[src/rtl/core/dq_pkg.sv]
// ----------------------------------------------------------------------------
// Double-ended queue package
// Request and status codes, field widths and shared control types.
// ----------------------------------------------------------------------------
package dq_pkg;

  localparam int DEPTH_DEF      = 16;
  localparam int DATA_WIDTH_DEF = 32;

  localparam int REQ_W    = 3;
  localparam int VALUE_W  = 32;
  localparam int STATUS_W = 2;
  localparam int COUNT_W  = 5;

  typedef enum logic [REQ_W-1:0] {
    REQ_PUSH_FRONT = 3'd0,
    REQ_PUSH_BACK  = 3'd1,
    REQ_POP_FRONT  = 3'd2,
    REQ_POP_BACK   = 3'd3,
    REQ_PEEK_FRONT = 3'd4,
    REQ_PEEK_BACK  = 3'd5
  } req_t;

  typedef enum logic [STATUS_W-1:0] {
    ST_OK         = 2'd0,
    ST_EMPTY_ERR  = 2'd1,
    ST_FULL_ERR   = 2'd2
  } status_t;

  typedef struct packed {
    logic re;
    logic we;
  } mem_cmd_t;

  typedef struct packed {
    status_t status;
    logic    rd;
    logic    empty;
  } meta_t;

endpackage

[src/rtl/core/dq_store.sv]
// ----------------------------------------------------------------------------
// Double-ended queue entry store
// Single-port synchronous memory with registered read data.
// ----------------------------------------------------------------------------
module dq_store #(
  parameter int DEPTH      = dq_pkg::DEPTH_DEF,
  parameter int DATA_WIDTH = dq_pkg::DATA_WIDTH_DEF,
  localparam int IDX_W     = $clog2(DEPTH)
) (
  input  logic                  clk,
  input  dq_pkg::mem_cmd_t      cmd,
  input  logic [IDX_W-1:0]      addr,
  input  logic [DATA_WIDTH-1:0] wr_data,
  output logic [DATA_WIDTH-1:0] rd_data
);

  logic [DATA_WIDTH-1:0] mem [DEPTH];

  always_ff @(posedge clk) begin
    if (cmd.we) begin
      mem[addr] <= wr_data;
    end
  end

  always_ff @(posedge clk) begin
    if (cmd.re) begin
      rd_data <= mem[addr];
    end
  end

endmodule

[src/rtl/core/dq_ctrl.sv]
// ----------------------------------------------------------------------------
// Double-ended queue pointer control
// Holds front index and entry count, decodes requests into store accesses.
// ----------------------------------------------------------------------------
module dq_ctrl #(
  parameter int DEPTH  = dq_pkg::DEPTH_DEF,
  localparam int IDX_W = $clog2(DEPTH),
  localparam int CNT_W = $clog2(DEPTH + 1)
) (
  input  logic                        clk,
  input  logic                        rst,
  input  logic                        accept,
  input  logic [dq_pkg::REQ_W-1:0]    req_type,
  output dq_pkg::mem_cmd_t            cmd,
  output logic [IDX_W-1:0]            addr,
  output dq_pkg::meta_t               meta,
  output logic [CNT_W-1:0]            count_next
);

  localparam int SUM_W = CNT_W + 1;

  logic [IDX_W-1:0] front;
  logic [IDX_W-1:0] front_next;
  logic [CNT_W-1:0] count;
  logic             full;
  logic             empty;
  logic [IDX_W-1:0] front_dec;
  logic [IDX_W-1:0] front_inc;
  logic [SUM_W-1:0] sum_push;
  logic [SUM_W-1:0] sum_last;
  logic [IDX_W-1:0] back_push;
  logic [IDX_W-1:0] back_last;
  logic             rd;
  logic             wr;

  always_comb begin
    full      = (count == CNT_W'(DEPTH));
    empty     = (count == '0);
    front_dec = (front == '0) ? IDX_W'(DEPTH - 1) : front - IDX_W'(1);
    front_inc = (front == IDX_W'(DEPTH - 1)) ? '0 : front + IDX_W'(1);
    sum_push  = SUM_W'(front) + SUM_W'(count);
    sum_last  = sum_push - SUM_W'(1);
    back_push = (sum_push >= SUM_W'(DEPTH)) ? IDX_W'(sum_push - SUM_W'(DEPTH))
                                            : IDX_W'(sum_push);
    back_last = (sum_last >= SUM_W'(DEPTH)) ? IDX_W'(sum_last - SUM_W'(DEPTH))
                                            : IDX_W'(sum_last);
  end

  always_comb begin
    rd          = 1'b0;
    wr          = 1'b0;
    addr        = front;
    front_next  = front;
    count_next  = count;
    meta.status = dq_pkg::ST_OK;
    unique case (req_type)
      dq_pkg::REQ_PUSH_FRONT: begin
        if (full) begin
          meta.status = dq_pkg::ST_FULL_ERR;
        end else begin
          wr         = 1'b1;
          addr       = front_dec;
          front_next = front_dec;
          count_next = count + CNT_W'(1);
        end
      end
      dq_pkg::REQ_PUSH_BACK: begin
        if (full) begin
          meta.status = dq_pkg::ST_FULL_ERR;
        end else begin
          wr         = 1'b1;
          addr       = back_push;
          count_next = count + CNT_W'(1);
        end
      end
      dq_pkg::REQ_POP_FRONT: begin
        if (empty) begin
          meta.status = dq_pkg::ST_EMPTY_ERR;
        end else begin
          rd         = 1'b1;
          front_next = front_inc;
          count_next = count - CNT_W'(1);
        end
      end
      dq_pkg::REQ_POP_BACK: begin
        if (empty) begin
          meta.status = dq_pkg::ST_EMPTY_ERR;
        end else begin
          rd         = 1'b1;
          addr       = back_last;
          count_next = count - CNT_W'(1);
        end
      end
      dq_pkg::REQ_PEEK_FRONT: begin
        if (empty) begin
          meta.status = dq_pkg::ST_EMPTY_ERR;
        end else begin
          rd = 1'b1;
        end
      end
      dq_pkg::REQ_PEEK_BACK: begin
        if (empty) begin
          meta.status = dq_pkg::ST_EMPTY_ERR;
        end else begin
          rd   = 1'b1;
          addr = back_last;
        end
      end
      default: begin
      end
    endcase
    meta.rd    = rd;
    meta.empty = (count_next == '0);
    cmd.re     = accept & rd;
    cmd.we     = accept & wr;
  end

  always_ff @(posedge clk) begin
    if (rst) begin
      front <= '0;
      count <= '0;
    end else if (accept) begin
      front <= front_next;
      count <= count_next;
    end
  end

endmodule

[src/rtl/core/double_ended_queue.sv]
// ----------------------------------------------------------------------------
// Double-ended queue
// Bounded deque in a ring store with push, pop and peek at either end. One
// request is taken per cycle while ready is high. The store read registers at
// the accepting edge, and the response register loads from the pending stage
// when it is empty or being taken. Pointer and count updates happen at
// acceptance, so a following request sees them at once, and a read of an
// entry written by the previous request reaches the store after its write.
// Ready drops only when the response register is full, stalled, and another
// response is pending.
// ----------------------------------------------------------------------------
module double_ended_queue #(
  parameter int DEPTH      = dq_pkg::DEPTH_DEF,
  parameter int DATA_WIDTH = dq_pkg::DATA_WIDTH_DEF
) (
  input  logic                           clk,
  input  logic                           rst,
  input  logic                           req_valid,
  output logic                           req_ready,
  input  logic [dq_pkg::REQ_W-1:0]       req_type,
  input  logic [dq_pkg::VALUE_W-1:0]     push_value,
  output logic                           rsp_valid,
  input  logic                           rsp_ready,
  output logic [dq_pkg::VALUE_W-1:0]     read_value,
  output logic [dq_pkg::STATUS_W-1:0]    status,
  output logic                           is_empty,
  output logic [dq_pkg::COUNT_W-1:0]     entry_count
);

  localparam int IDX_W  = $clog2(DEPTH);
  localparam int CNT_W  = $clog2(DEPTH + 1);
  localparam int WIDE_W = (DATA_WIDTH > dq_pkg::VALUE_W) ? DATA_WIDTH : dq_pkg::VALUE_W;
  localparam int CWID_W = (CNT_W > dq_pkg::COUNT_W) ? CNT_W : dq_pkg::COUNT_W;

  logic                  accept;
  dq_pkg::mem_cmd_t      cmd;
  logic [IDX_W-1:0]      addr;
  dq_pkg::meta_t         meta;
  logic [CNT_W-1:0]      count_next;
  logic [WIDE_W-1:0]     push_wide;
  logic [DATA_WIDTH-1:0] wr_data;
  logic [DATA_WIDTH-1:0] rd_data;
  logic [WIDE_W-1:0]     rd_wide;
  logic [CWID_W-1:0]     cnt_wide;

  logic                  pend_valid;
  dq_pkg::meta_t         pend_meta;
  logic [CNT_W-1:0]      pend_count;
  logic                  pend_move;

  assign pend_move = pend_valid & (~rsp_valid | rsp_ready);
  assign req_ready = ~pend_valid | pend_move;
  assign accept    = req_valid & req_ready;
  assign push_wide = WIDE_W'(push_value);
  assign wr_data   = push_wide[DATA_WIDTH-1:0];
  assign rd_wide   = WIDE_W'(rd_data);
  assign cnt_wide  = CWID_W'(pend_count);

  dq_ctrl #(
    .DEPTH (DEPTH)
  ) u_ctrl (
    .clk        (clk),
    .rst        (rst),
    .accept     (accept),
    .req_type   (req_type),
    .cmd        (cmd),
    .addr       (addr),
    .meta       (meta),
    .count_next (count_next)
  );

  dq_store #(
    .DEPTH      (DEPTH),
    .DATA_WIDTH (DATA_WIDTH)
  ) u_store (
    .clk     (clk),
    .cmd     (cmd),
    .addr    (addr),
    .wr_data (wr_data),
    .rd_data (rd_data)
  );

  // pending stage: waits for the store read
  always_ff @(posedge clk) begin
    if (rst) begin
      pend_valid <= 1'b0;
    end else if (accept) begin
      pend_valid <= 1'b1;
    end else if (pend_move) begin
      pend_valid <= 1'b0;
    end
  end

  always_ff @(posedge clk) begin
    if (accept) begin
      pend_meta  <= meta;
      pend_count <= count_next;
    end
  end

  // response register
  always_ff @(posedge clk) begin
    if (rst) begin
      rsp_valid <= 1'b0;
    end else if (pend_move) begin
      rsp_valid <= 1'b1;
    end else if (rsp_ready) begin
      rsp_valid <= 1'b0;
    end
  end

  always_ff @(posedge clk) begin
    if (pend_move) begin
      read_value  <= pend_meta.rd ? rd_wide[dq_pkg::VALUE_W-1:0] : '0;
      status      <= pend_meta.status;
      is_empty    <= pend_meta.empty;
      entry_count <= cnt_wide[dq_pkg::COUNT_W-1:0];
    end
  end

endmodule

[config.mk]
export PLATFORM = sky130hd
export DESIGN_NAME = double_ended_queue
export DESIGN_NICKNAME = d
export VERILOG_FILES = /design/src/rtl/core/dq_pkg.sv /design/src/rtl/core/dq_store.sv /design/src/rtl/core/dq_ctrl.sv /design/src/rtl/core/double_ended_queue.sv
export SDC_FILE = /design/constraint.sdc
export NUM_CORES = 1
export LEC_CHECK = 0
export ABC_CLOCK_PERIOD_IN_PS = 9960
export BUFFER_PORTS_ARGS = -buffer_cell sky130_fd_sc_hd__buf_2
export CAP_MARGIN = 20
export CORE_ASPECT_RATIO = 0.9
export CORE_MARGIN = 10
export CORE_UTILIZATION = 60
export DETAILED_ROUTE_END_ITERATION = 10
export PLACE_DENSITY_LB_ADDON = 0.15
export SLEW_MARGIN = 20
export SYNTH_ARGS = -nofsm -noshare
export SYNTH_HDL_FRONTEND = slang
export SYNTH_SLANG_ARGS = --single-unit
[constraint.sdc]
create_clock -name clk -period 9.96 [get_ports clk]
set_input_delay 0.498 -clock clk [delete_from_list [all_inputs] [get_ports clk]]
set_output_delay 0.498 -clock clk [all_outputs]
set_load 0.1 [all_outputs]
## After elaboration in Yosys (flattened, before gate mapping)

Memory sizes are Yosys's and may differ from the RTL's. A register that Yosys moved wholly into a read port is not among the register bits.
Cells that the tools add are included.
W data, S select, Z words.

- $add $sub $neg: 8
- Multiply operators: 0
- Div/mod/pow operators: 0
- $lt $le $gt $ge: 2
- Eq/ne operators: 8
- Shift operators: 0
- Mux-type cells: 26
- Bitwise operators: 8
- Reductions and logical operators: 12

Operators with widths:

| cell | count |
|---|---|
| $mux W4 | 8 |
| $ge A6 B5 Y1 const B | 2 |
| $pmux W4 S3 | 1 |
| $sub A4 B1 Y4 const B | 3 |
| $mux W1 | 11 |
| $logic_not A5 Y1 | 2 |
| $mux W5 | 2 |
| $pmux W5 S2 | 1 |
| $pmux W4 S2 | 1 |
| $add A4 B5 Y6 | 1 |
| $eq A3 B2 Y1 const B | 2 |
| $eq A3 B3 Y1 const B | 2 |
| $reduce_bool A2 Y1 | 3 |
| $reduce_or A2 Y1 | 3 |
| $sub A6 B1 Y6 const B | 1 |
| $add A5 B1 Y5 const B | 1 |
| $eq A5 B5 Y1 const B | 1 |
| $sub A5 B1 Y5 const B | 1 |
| $add A4 B1 Y4 const B | 1 |
| $and A1 B1 Y1 | 4 |
| $eq A4 B4 Y1 const B | 1 |
| $logic_not A4 Y1 | 1 |
| $pmux W2 S2 | 1 |
| $reduce_or A4 Y1 | 1 |
| other kinds (7) | 9 |

- Flip-flop bits (word level): 60
- Bits in latches: 0
- Bits in writable memories: 512
- Memory bits (read-only): 0
- Input bits: 39
- Word-level logic and storage cells: 77
- Memories: 1

Memories:

| memory | words | width | rd ports | clocked after memory_dff | wr ports | RTL line | source |
|---|---|---|---|---|---|---|---|
| u_store.mem | 16 | 32 | 1 | 1 | 1 | dq_store.sv:17 | `logic [DATA_WIDTH-1:0] mem [DEPTH];` |

## Depth between registers and ports, before layout

- Depth in word-level cells: 8
- Depth in mapped cells: 14
- Gate-level depth less buffers: 10

## By module

Synthesis repeated with hierarchy kept, for this count alone.

- Cells, all modules: 1136
- Area total of the unflattened synthesis: 23458.7 µm²

Modules (own cells, without submodules):

| module | times used | cells each | area an instance (µm²) |
|---|---|---|---|
| dq_store | 1 | 840 | 20183.1 |
| double_ended_queue | 1 | 94 | 1823.0 |
| dq_ctrl | 1 | 202 | 1452.6 |

## Worst setup path after synthesis

Ideal clock, no wire load.

- Path type: register to register
- Start point: register u_ctrl.count[0]
- End point: memory u_store.mem[10][0] (netlist bit) (enable)
- Data arrival time: 5.635 ns
- Data required time: 9.459 ns
- Path slack: 3.824 ns
- Stages on the path, launching flop included: 10
- Path buffers: 0
- Cell sequence: dfxtp_1 > ha_1 > fa_1 > xnor2_1 > a32oi_1 > a32o_1 > a311o_1 > o2bb2ai_1 > o21ai_2 > nor4_1

- Longest elaborated chain between the ends: 6
- Elaborated cells on any way between the ends: 19
- Those cells by class: add/sub: 4; order compare: 2; eq/ne: 1; mux: 10; bitwise: 1; reduce/logical: 1

RTL lines:

| element | RTL line | source |
|---|---|---|
| start, declared | dq_ctrl.sv:24 | `logic [CNT_W-1:0] count;` |
| start signal, assigned | dq_ctrl.sv:124 | `count <= count_next;` |
| $add A4 B5 Y6 / $eq A5 B5 Y1 (equally long branches) | dq_ctrl.sv:41, dq_ctrl.sv:37 |  |
| $sub A6 B1 Y6 / $mux W1 (equally long branches) | dq_ctrl.sv:42, dq_ctrl.sv:58, dq_ctrl.sv:68 |  |
| $ge A6 B5 Y1, or another cell as far along | dq_ctrl.sv:45 | `back_last = (sum_last >= SUM_W'(DEPTH)) ? IDX_W'(sum_last - SUM_W'(DEPTH))` |
| $mux W4 / $and A1 B1 Y1 (equally long branches) | dq_ctrl.sv:45, dq_ctrl.sv:115 |  |
| $mux W4 / $mux W1 (equally long branches) | dq_ctrl.sv:86, dq_ctrl.sv:102, dq_store.sv:20 |  |
| $pmux W4 S3 / $mux W1 (equally long branches) | dq_ctrl.sv:56, dq_store.sv:21 |  |
| end, declared | dq_store.sv:17 |  |

Several ways; a longest one is shown, not always the timed one.

## Worst setup path in the final report

- Start point: register u_ctrl.front[0]
- End point: memory u_store.mem[1][6] (netlist bit) (enable)

- Longest elaborated chain between the ends: 6
- Elaborated cells on any way between the ends: 15
- Those cells by class: add/sub: 5; order compare: 2; mux: 7; reduce/logical: 1

RTL lines:

| element | RTL line | source |
|---|---|---|
| start, declared | dq_ctrl.sv:22 | `logic [IDX_W-1:0] front;` |
| start signal, assigned | dq_ctrl.sv:123 | `front <= front_next;` |
| $add A4 B5 Y6 | dq_ctrl.sv:41 | `sum_push = SUM_W'(front) + SUM_W'(count);` |
| $sub A6 B1 Y6 | dq_ctrl.sv:42 | `sum_last = sum_push - SUM_W'(1);` |
| $ge A6 B5 Y1 / $sub A4 B1 Y4 (equally long branches) | dq_ctrl.sv:45 |  |
| $mux W4 | dq_ctrl.sv:45 |  |
| $mux W4 | dq_ctrl.sv:86, dq_ctrl.sv:102 |  |
| $pmux W4 S3 * | dq_ctrl.sv:56 | `unique case (req_type)` |

Mark *: on every way between the ends. The rest lies on a longest branch, timed or not.

==> out/results.ini <==
[clock_tree]
root_buffer=clkbuf_16
cts_resized=0
numCtsBuffers=57
clk-insertion-delay-late_ps=630
cts_htree_levels=2
cts.sinks=604
cts_max_path_buffers=3
ctsHoldBuffers=0
tritoncts=built
clkTransAtPathRegs_ps=60
post_cts_buffers=0

[grt]
use_met3_pct=3.30
grt_first_pass_wirelength_um=83600
overflow=0
grt_max_degree=190
use_met1_pct=30.9
grt_usage_pct=22.2
antenna_found_initial=1
grt_use_met2_pct=35.6
busiest_layer=met2
grt_pass1_vias=14100

[drt]
drt_iter0_markers=1583
wl_per_cell_um=23.8
via_per_inst=6.24
drt-total-wl_um=54200
drt-pass1-iter-count=6
num_vias=14200
drc=0
ant_nets=0

[cells_and_area]
n_fill_cell=2723
fin_area_um2=26900
multiInputGateArea_um2=5730
area_growth_pct=11.0
drive_gt1_share_pct=15.1
fin_nets=1750
instances_no_fill=2278
register_area_um2=18000

[timing]
hold_violations=0
timing.final.crit_share_pct=51.0
clock_skew_ps=23.4
final.setup.worst_slack_ps=4880
slew_headroom_pct=27.0
clock.fmax_mhz=197
tightestPinTransition_ps=1090
setup_viol_count_final=0
slew_violations=0
fin_crit_ps=5080
rsz0062_at_grt=no
fin_setup_tns_ps=0

[die]
rows=69
io_pins=81
core_um2=39700
design.die.area_um2=48900
die_w_um=232
start_util_pct=61.1
die_y_um=211

[pwr]
p_total_w=0.00570
p_sw_w=0.00146
p_clk_share_pct=35.3
seqPwrFrac_pct=50.5
p_per_area_nw_per_um2=212
p_int_w=0.00424
pwr-share-comb_pct=14.3
p_leak_nw=9.11
switching_share_pct=25.6
peakVddDrop_v=0.000188

[placed_design]
place_area_um2=25200
io_buffers=80
pre_cts_slack_ps=4990
dp_hpwl_um=30100
dpl.cell_count=2174
gp_congestion=0.859

[logic_synthesis]
seq_area_frac_synth_pct=74.3
synth_ff_type=edfxtp_1
yosysTopAreaCellShare_pct=73.4
synthTopCellsByArea=edfxtp_1, nand2_1, a21oi_1
ys_types=65
ys_warn_count=0
postSynthAreaPerCell_um2=15.0
async_flop_share_pct=0
synth_edf_count=593
postSynthCellCount=1622
ys_seq_elements=604
syn_area_um2=24300
synthesis.nets=1671
yosysTopAreaCell=edfxtp_1

[run_status]
outcome=finished clean

[worst_hold_path]
min_path_type=primary input to flip-flop

[run]
max_cap_violations=0

[critical_path]
start_kind=flip-flop
worstSetupPathType=flip-flop to flip-flop
cp.required_ps=10200
arrival_ps=5310
critPathCaptureType=flip-flop
cp_max_fo=76

[worst max-delay path, cell delays in order, from the launching register on]
cell	delay, ps
dfxtp_1	430
ha_1	280
fa_1	540
inv_1	80
ha_1	210
xnor2_1	130
nand3_1	160
o2111a_2	210
buf_4	580
buf_4	890
nand2_1	320
nor3_2	220
buf_4	550
[flip-flops by register name (all words and copies together), names as in the netlist]
signal / count
pend_meta: 4
rsp_valid: 1
is_empty: 1
pend_valid: 1
u_store.mem: 512
entry_count: 5
cnt_wide: 5
u_ctrl.front: 4
u_store.rd_data: 32
u_ctrl.count: 5
read_value: 32
status: 2
[path summary, 6_finish.rpt]
check                       start           endpoint  slack, ps  depth (start not counted)
hold reg to reg       cnt_wide[1]     entry_count[1]        420                          0
hold / removal          req_valid         pend_valid        110                          3
setup / recovery  u_ctrl.front[0]  u_store.mem[1][6]       4880                         12
setup reg to reg  u_ctrl.front[0]  u_store.mem[1][6]       4880                         12
[cells by family (layout without fill, tap and decap cells)]
group / Yosys count / after routing / synth area share (%)
compound gates: 324 / 324 / 9.14
simple gates: 463 / 463 / 8.90
xor+xnor: 8 / 8 / 0.320
other cells: 0 / 1 / 0
fa+ha+maj: 10 / 10 / 0.547
flops: 604 / 604 / 74.3
mux: 96 / 96 / 4.13
buf+inv: 117 / 240 / 2.65
[per-layer routing]
metal  share of wire (%)  wire length, um  vias to the layer above
met5                   0                0                        -
met1                  42            22900                     7172
li1                    -                -                     6384
met4                 2.3             1250                        0
met2                  48            26200                      577
met3                 7.0             3820                       87
[synthesized netlist by cell type, drive strengths merged (2+ instances only)]
cell	instances
a211oi	4
a21o	3
a21oi	145
a221o	32
a22oi	66
a31oi	2
a32oi	3
and2	32
and3	65
and4	2
buf	72
clkbuf	32
dfxtp	11
edfxtp	593
ha	9
inv	12
mux2	32
mux2i	64
nand2	281
nand2b	3
nand3	11
nor2	29
nor2b	3
nor3	17
nor4	9
o21ai	14
o22ai	4
o31ai	3
o32ai	32
o41ai	2
or2	2
or3	2
or4	2
xnor2	6
xor2	2
[power groups by stage]
stage / logic (W) / registers [W] / clock network, W
floorplan: 0.000542 / 0.00299 / 0
global placement: 0.000793 / 0.00293 / 0
finish: 0.000813 / 0.00288 / 0.00201
detailed placement: 0.000809 / 0.00293 / 0
global route: 0.000880 / 0.00288 / 0.00214
CTS: 0.000813 / 0.00288 / 0.00204
[through the flow]
step           utilization, %  hold slack (ps)
2_1_floorplan               -              400
3_3_place_gp             63.5              402
3_5_place_dp             63.5              406
4_1_cts                  67.8             94.6
5_1_grt                  67.8              135
6_report                 67.8              112
[final cells by class]
cell class / count / area share [%]
Antenna cell: 1 / 0.00929
Clock buffer: 72 / 5.58
Clock inverter: 31 / 0.785
Inverter: 13 / 0.181
Multi-Input combinational cell: 901 / 21.3
Sequential cell: 604 / 66.9
Tap cell: 532 / 2.47
Timing Repair Buffer: 124 / 2.76
[cell usage in the layout (no fill, tap or decap), types with 8 or more instances in the layout]
master and n:
buf_2 80, nor3_1 9, nor4_2 8, o21ai_0 10, and2_1 32, dfxtp_1 11
nor2_1 24, o32ai_1 32, and3_1 64, clkbuf_1 14, inv_1 12, mux2i_1 64
ha_1 9, edfxtp_1 593, a221o_1 32, clkinv_2 8, nand2_1 281, clkbuf_16 58
clkinv_1 19, buf_4 43, mux2_2 32, a21oi_1 145, nand3_1 10, a22oi_1 66
No activity file was read; power rests on OpenSTA's default activity.
